### src/prq_pkg.sv
// Shared types and constants of the priority ready queue.
package prq_pkg;

   localparam int QUEUE_DEPTH_DEFAULT = 16;
   localparam int ID_BITS             = 16;
   localparam int PRIORITY_BITS       = 8;
   localparam int COUNT_BITS          = 5;

   // Operation carried by one request.
   typedef enum logic {
      OP_INSERT = 1'b0,
      OP_POP    = 1'b1
   } op_type;

   // Ordering mode held in the one control register.
   typedef enum logic {
      MODE_SORTED = 1'b0,
      MODE_FIFO   = 1'b1
   } mode_type;

   typedef struct packed {
      op_type                   op;
      logic [ID_BITS-1:0]       entry_id;
      logic [PRIORITY_BITS-1:0] entry_priority;
   } req_type;

   typedef struct packed {
      logic                     popped_valid;
      logic [ID_BITS-1:0]       popped_id;
      logic [PRIORITY_BITS-1:0] popped_priority;
      logic                     head_valid;
      logic [ID_BITS-1:0]       head_id;
      logic [PRIORITY_BITS-1:0] head_priority;
      logic [COUNT_BITS-1:0]    entry_count;
      logic                     insert_dropped;
   } rsp_type;

   // One stored queue entry.
   typedef struct packed {
      logic [ID_BITS-1:0]       id;
      logic [PRIORITY_BITS-1:0] prio;
   } slot_type;

   // Control broadcast from the top level to every cell.
   typedef struct packed {
      logic     insert;
      logic     pop;
      mode_type mode;
      slot_type new_slot;
   } cell_ctrl_type;

endpackage

### src/prq_cell.sv
// One slot of the queue: holds an entry and shifts with its neighbors.
module prq_cell import prq_pkg::*; (
   input  logic          clock,
   input  cell_ctrl_type ctrl,
   input  logic          occupied,
   input  logic          ahead_in,
   input  slot_type      left_slot,
   input  slot_type      right_slot,
   output logic          ahead_out,
   output slot_type      cur_slot,
   output slot_type      next_slot
);

   slot_type slot_ff;
   slot_type slot_in;
   logic     key_ahead;
   logic     stays_here;

   // The held entry stays in front when its key is not greater than the new one.
   always_comb begin
      if (slot_ff.prio != ctrl.new_slot.prio) begin
         key_ahead = slot_ff.prio < ctrl.new_slot.prio;
      end else begin
         key_ahead = slot_ff.id <= ctrl.new_slot.id;
      end
   end

   assign stays_here = occupied && ((ctrl.mode == MODE_FIFO) || key_ahead);
   assign ahead_out  = ahead_in && stays_here;

   always_comb begin
      slot_in = slot_ff;
      if (ctrl.pop) begin
         slot_in = right_slot;
      end else if (ctrl.insert) begin
         if (ahead_out) begin
            slot_in = slot_ff;
         end else if (ahead_in) begin
            slot_in = ctrl.new_slot;
         end else begin
            slot_in = left_slot;
         end
      end
   end

   always_ff @(posedge clock) begin
      slot_ff <= slot_in;
   end

   assign cur_slot  = slot_ff;
   assign next_slot = slot_in;

endmodule

### src/priority_ready_queue_top.sv
// Top level of the priority ready queue: a shifting chain of entry cells.
//
// The queue holds up to QUEUE_DEPTH task entries in a row of cells, cell 0
// being the head. Each request either inserts an entry or pops the head,
// and every request yields exactly one response carrying the popped entry,
// the head after the request, the entry count and a drop flag. In sorted
// mode a new entry goes in front of the first held entry whose key
// (priority, then id) is strictly greater than its own; in FIFO mode it
// goes to the tail. An insert into a full queue is dropped and flagged,
// and a pop of an empty queue reports no popped entry. Every cell compares
// its entry with the new one in the same cycle and takes its own, the new
// or its neighbor's entry, so one request is processed per clock while
// req_stall is low; its response goes to the output register, else the skid
// entry. A two-entry response buffer lets one more request transfer
// while a response is stalled; req_stall rises only when both are full.
// Stored entries have no reset; only slots below the count are ever read.
// The order mode register takes a write in any cycle (csr_ready is always
// high) and must be written only while no request is in flight.
module priority_ready_queue_top import prq_pkg::*; #(
   parameter int QUEUE_DEPTH = QUEUE_DEPTH_DEFAULT
) (
   input  logic    clock,
   input  logic    reset,
   input  logic    req_valid,
   output logic    req_stall,
   input  req_type req_data,
   output logic    rsp_valid,
   input  logic    rsp_stall,
   output rsp_type rsp_data,
   input  logic    csr_valid,
   output logic    csr_ready,
   input  logic    csr_data
);

   localparam int CNT_W = $clog2(QUEUE_DEPTH + 1);

   mode_type      mode_ff;
   logic [CNT_W-1:0] cnt_ff;
   logic [CNT_W-1:0] cnt_in;

   logic          out_valid_ff;
   rsp_type       out_ff;
   logic          skid_valid_ff;
   rsp_type       skid_ff;

   logic          req_accept;
   logic          rsp_take;
   logic          queue_full;
   logic          queue_empty;
   cell_ctrl_type ctrl;
   rsp_type       rsp_new;

   logic     [QUEUE_DEPTH:0]   ahead_chain;
   logic     [QUEUE_DEPTH-1:0] occupied;
   slot_type                   cur_slots  [QUEUE_DEPTH];
   slot_type                   next_slots [QUEUE_DEPTH];

   // The order mode register; the port has no back-pressure.
   assign csr_ready = 1'b1;

   always_ff @(posedge clock) begin
      if (reset) begin
         mode_ff <= MODE_SORTED;
      end else if (csr_valid && csr_ready) begin
         mode_ff <= mode_type'(csr_data);
      end
   end

   // Handshakes. A request transfers whenever the skid entry is free.
   assign req_stall  = skid_valid_ff;
   assign req_accept = req_valid && !req_stall;
   assign rsp_valid  = out_valid_ff;
   assign rsp_data   = out_ff;
   assign rsp_take   = out_valid_ff && !rsp_stall;

   assign queue_full  = (cnt_ff == CNT_W'(QUEUE_DEPTH));
   assign queue_empty = (cnt_ff == '0);

   // Control broadcast to the cells for this cycle.
   always_comb begin
      ctrl.insert        = req_accept && (req_data.op == OP_INSERT) && !queue_full;
      ctrl.pop           = req_accept && (req_data.op == OP_POP) && !queue_empty;
      ctrl.mode          = mode_ff;
      ctrl.new_slot.id   = req_data.entry_id;
      ctrl.new_slot.prio = req_data.entry_priority;
   end

   // The chain of cells. Each cell learns from its left neighbor whether
   // every entry in front of it stays ahead of the new entry.
   assign ahead_chain[0] = 1'b1;

   for (genvar k = 0; k < QUEUE_DEPTH; k++) begin : g_cell
      slot_type left_slot;
      slot_type right_slot;

      assign occupied[k] = (CNT_W'(k) < cnt_ff);

      if (k == 0) begin : g_first
         assign left_slot = ctrl.new_slot;
      end else begin : g_mid
         assign left_slot = cur_slots[k-1];
      end

      if (k == QUEUE_DEPTH - 1) begin : g_last
         assign right_slot = cur_slots[k];
      end else begin : g_inner
         assign right_slot = cur_slots[k+1];
      end

      prq_cell u_cell (
         .clock      (clock),
         .ctrl       (ctrl),
         .occupied   (occupied[k]),
         .ahead_in   (ahead_chain[k]),
         .left_slot  (left_slot),
         .right_slot (right_slot),
         .ahead_out  (ahead_chain[k+1]),
         .cur_slot   (cur_slots[k]),
         .next_slot  (next_slots[k])
      );
   end

   // Entry count.
   always_comb begin
      cnt_in = cnt_ff;
      if (ctrl.insert) begin
         cnt_in = cnt_ff + CNT_W'(1);
      end else if (ctrl.pop) begin
         cnt_in = cnt_ff - CNT_W'(1);
      end
   end

   always_ff @(posedge clock) begin
      if (reset) begin
         cnt_ff <= '0;
      end else begin
         cnt_ff <= cnt_in;
      end
   end

   // Response of the request that transfers in this cycle.
   always_comb begin
      rsp_new                 = '0;
      rsp_new.popped_valid    = ctrl.pop;
      rsp_new.insert_dropped  = req_data.op == OP_INSERT && queue_full;
      rsp_new.entry_count     = COUNT_BITS'(cnt_in);
      if (ctrl.pop) begin
         rsp_new.popped_id       = cur_slots[0].id;
         rsp_new.popped_priority = cur_slots[0].prio;
      end
      if (cnt_in != '0) begin
         rsp_new.head_valid    = 1'b1;
         rsp_new.head_id       = next_slots[0].id;
         rsp_new.head_priority = next_slots[0].prio;
      end
   end

   // Output register with one skid entry behind it.
   always_ff @(posedge clock) begin
      if (reset) begin
         out_valid_ff  <= 1'b0;
         skid_valid_ff <= 1'b0;
      end else if (!out_valid_ff || rsp_take) begin
         if (skid_valid_ff) begin
            out_valid_ff  <= 1'b1;
            skid_valid_ff <= 1'b0;
         end else begin
            out_valid_ff <= req_accept;
         end
      end else if (req_accept) begin
         skid_valid_ff <= 1'b1;
      end
   end

   always_ff @(posedge clock) begin
      if (!out_valid_ff || rsp_take) begin
         if (skid_valid_ff) begin
            out_ff <= skid_ff;
         end else if (req_accept) begin
            out_ff <= rsp_new;
         end
      end else if (req_accept) begin
         skid_ff <= rsp_new;
      end
   end

endmodule
### config.mk
export PLATFORM = sky130hd
export DESIGN_NAME = priority_ready_queue_top
export DESIGN_NICKNAME = d
export VERILOG_FILES = /design/src/prq_pkg.sv /design/src/prq_cell.sv /design/src/priority_ready_queue_top.sv
export SDC_FILE = /design/constraint.sdc
export NUM_CORES = 2
export LEC_CHECK = 0
export BUFFER_PORTS_ARGS = -buffer_cell sky130_fd_sc_hd__buf_2
export CAP_MARGIN = 10
export CORE_MARGIN = 2
export CORE_UTILIZATION = 35
export DETAILED_ROUTE_END_ITERATION = 7
export PLACE_DENSITY_LB_ADDON = 0.2
export SLEW_MARGIN = 20
export SYNTH_ARGS = -nofsm -noshare
export SYNTH_HDL_FRONTEND = slang
export SYNTH_HIERARCHICAL = 1
export SYNTH_SLANG_ARGS = --single-unit
### constraint.sdc
create_clock -name clock -period 38.9 [get_ports clock]
set_input_delay 7.78 -clock clock [delete_from_list [all_inputs] [get_ports clock]]
set_output_delay 7.78 -clock clock [all_outputs]
set_load 0.01 [all_outputs]
==> results.md <==
- Post-DP HPWL: 85.8 mm
- Area Growth Syn to Fin: 11.6%
- CTS tree: done
- Arrival time worst endpoint: 23.10 ns
- Clock Tree Root: clkbuf_16
- Final Hold Viols: 0
- Die height: 326 um
- Mapped Cells: 3468
- TritonCTS Buffers: 60
- Internal: 1.57 mW
- Psw: 1.10 mW
- Sequential Power Share: 37.7%
- Initial antenna violation count: 2
- Initial drt markers: 1253
- Initial Utilization: 35.4%
- Switch share: 41.2%
- Slew @ Worst Pin: 1.02 ns
- Max Cap Violations: 0
- Clock Tree Buf Depth: 3
- Max-slew violations: 0
- Synth Warn #: 6
- RSZ-0062 raised after global routing: no
- Clk pwr share: 23.0%
- Grt ovf: 0
- CP max stage cell: or4_1
- Achievable Freq: 44.4 MHz
- Max incr delay on CP: 0.68 ns
- GRT Overall Usage: 20.9%
- Pwr Density: 66.2 mW/mm2
- Peak supply drop: 0.0415 mV
- H-tree levels: 2
- Final min period: 22.51 ns
- CP Capture Type: flop
- Mapped Area: 0.0362 mm2
- Crit path max fanout: 25
- Share of layout cells above drive strength 1: 10.8%
- Setup repair bufs after CTS: 0
- Final total power: 2.68 mW
- Relative slew slack: 31.8%
- Antenna Violating Nets Remaining: 0
- Startpoint type of the worst setup path: input pin
- Clock Pin Slew Worst Setup and Hold Paths: 0.06 ns
- Post-cts sizing count: 0
- Vias in the first global route: 26.5k
- Logic gate share of total power: 39.3%
- Finish-stage setup viols: 0
- Outcome: finished clean
- PortBufs: 88
- Final #Nets: 3966
- Fin crit share: 57.9%
- Die ar.: 0.106 mm2
- Sink Count: 504
- Hold slack: 0.524 ns
- Clock Latency Late Sink: 0.67 ns
- Drt pass-1 iters: 7
- Core area: 0.102 mm2
- # DRC: 0
- DR vias/cell: 5.25
- Hold_buf cts: 0
- Leakage: 17.9 nW
- Io pins: 90
- Final GP Congestion: 0.896
- Max Clock Skew: 0.0238 ns
- Setup CP Type: in -> reg
- DIE WIDTH: 326 um
- FILL cells: 10.3k
- Routed WL: 113 mm
- Hold Crit Class: reg -> reg
- FP Rows: 117
- Largest net degree at the start of global routing: 65
- Syn Area/Cell: 10.4 um2
- Wire length of the first global-routing pass: 171 mm
- DR vias: 26.1k
- Wire per inst: 22.7 um
- Setup TNS: 0 ns
- Required time of the worst setup path: 39.49 ns
[state kept, by name (all words and copies together), names as in the netlist]
name	count
cnt_ff	5
g_cell.u_cell/cur_slot	384
mode_ff	1
req_stall	1
rsp_data	56
rsp_valid	1
skid_ff	56
[area by class of cell]
cell class	instances	area (um2)	share of cell area, %
Multi-Input combinational cell	2388	22600	56.0
Timing Repair Buffer	171	1130	2.79
Antenna cell	2	5.00	0.0124
Inverter	422	1580	3.92
Clock buffer	87	1790	4.42
Tap cell	1368	1710	4.24
Sequential cell	504	11200	27.7
Clock inverter	27	350	0.867
[power by group through the flow]
stage | clock network (mW) | registers [mW] | logic [mW]
2_1_floorplan | 0 | 0.883 | 0.788
3_3_place_gp | 0 | 1.03 | 1.03
3_5_place_dp | 0 | 1.03 | 1.04
4_1_cts | 0.632 | 1.02 | 1.05
5_1_grt | 0.649 | 1.03 | 1.18
6_report | 0.616 | 1.01 | 1.05
[stage by stage]
stage | setup WS [ns] | util [%] | cell area, um2 | std cells
after floorplan | 21.41 | - | 36200 | 3469
after global routing | 15.49 | 39.5 | 40400 | 4967
after detailed placement | 14.17 | 37.4 | 38200 | 4849
after CTS | 14.81 | 39.5 | 40300 | 4963
final | 16.39 | 39.6 | 40400 | 4969
after global placement | 14.50 | 37.4 | 38200 | 4849
[worst paths after layout]
check | from | endpoint | slack, ns | cells after the start
max | req_data[23] | g_cell[15].u_cell/cur_slot[16] | 16.39 | 49
min | skid_ff[34] | rsp_data[34] | 0.52 | 1
max reg2reg | g_cell[0].u_cell/cur_slot[17] | g_cell[15].u_cell/cur_slot[16] | 23.31 | 47
min reg2reg | skid_ff[34] | rsp_data[34] | 0.52 | 1
[critical path: cells and delay by family]
kind / cells / cell delay [ns]
multiplexers: 1 / 0.23
AND/OR/NAND/NOR: 2 / 0.90
AO/OA/AOI/OAI: 32 / 8.72
adder cells (fa/ha/maj): 1 / 0.34
buffers and inverters: 13 / 4.91
[layer usage]
layer | GRT usage, % | share of wire [%] | vias up
li1 | - | - | 12900
met1 | 26.2 | 44 | 12600
met2 | 35.4 | 47 | 356
met3 | 2.00 | 2.3 | 160
met4 | 11.2 | 6.1 | 0
met5 | 0 | 0 | -
[layout by cell type, fill, tap and decap left out, types with 17 or more instances in the layout]
cell	n
o21ai_0	52
a211oi_1	17
nand4_1	96
nand2_1	46
nor3_1	18
a21oi_2	18
buf_2	88
mux2i_1	1177
nor2b_1	20
clkbuf_16	62
or4_1	32
dfxtp_1	390
a21o_1	59
nand3_1	50
ha_1	388
and2_1	25
buf_4	79
inv_1	421
a21oi_1	171
nor2_1	41
edfxtp_1	112
Power figures use the tool's default switching activity.
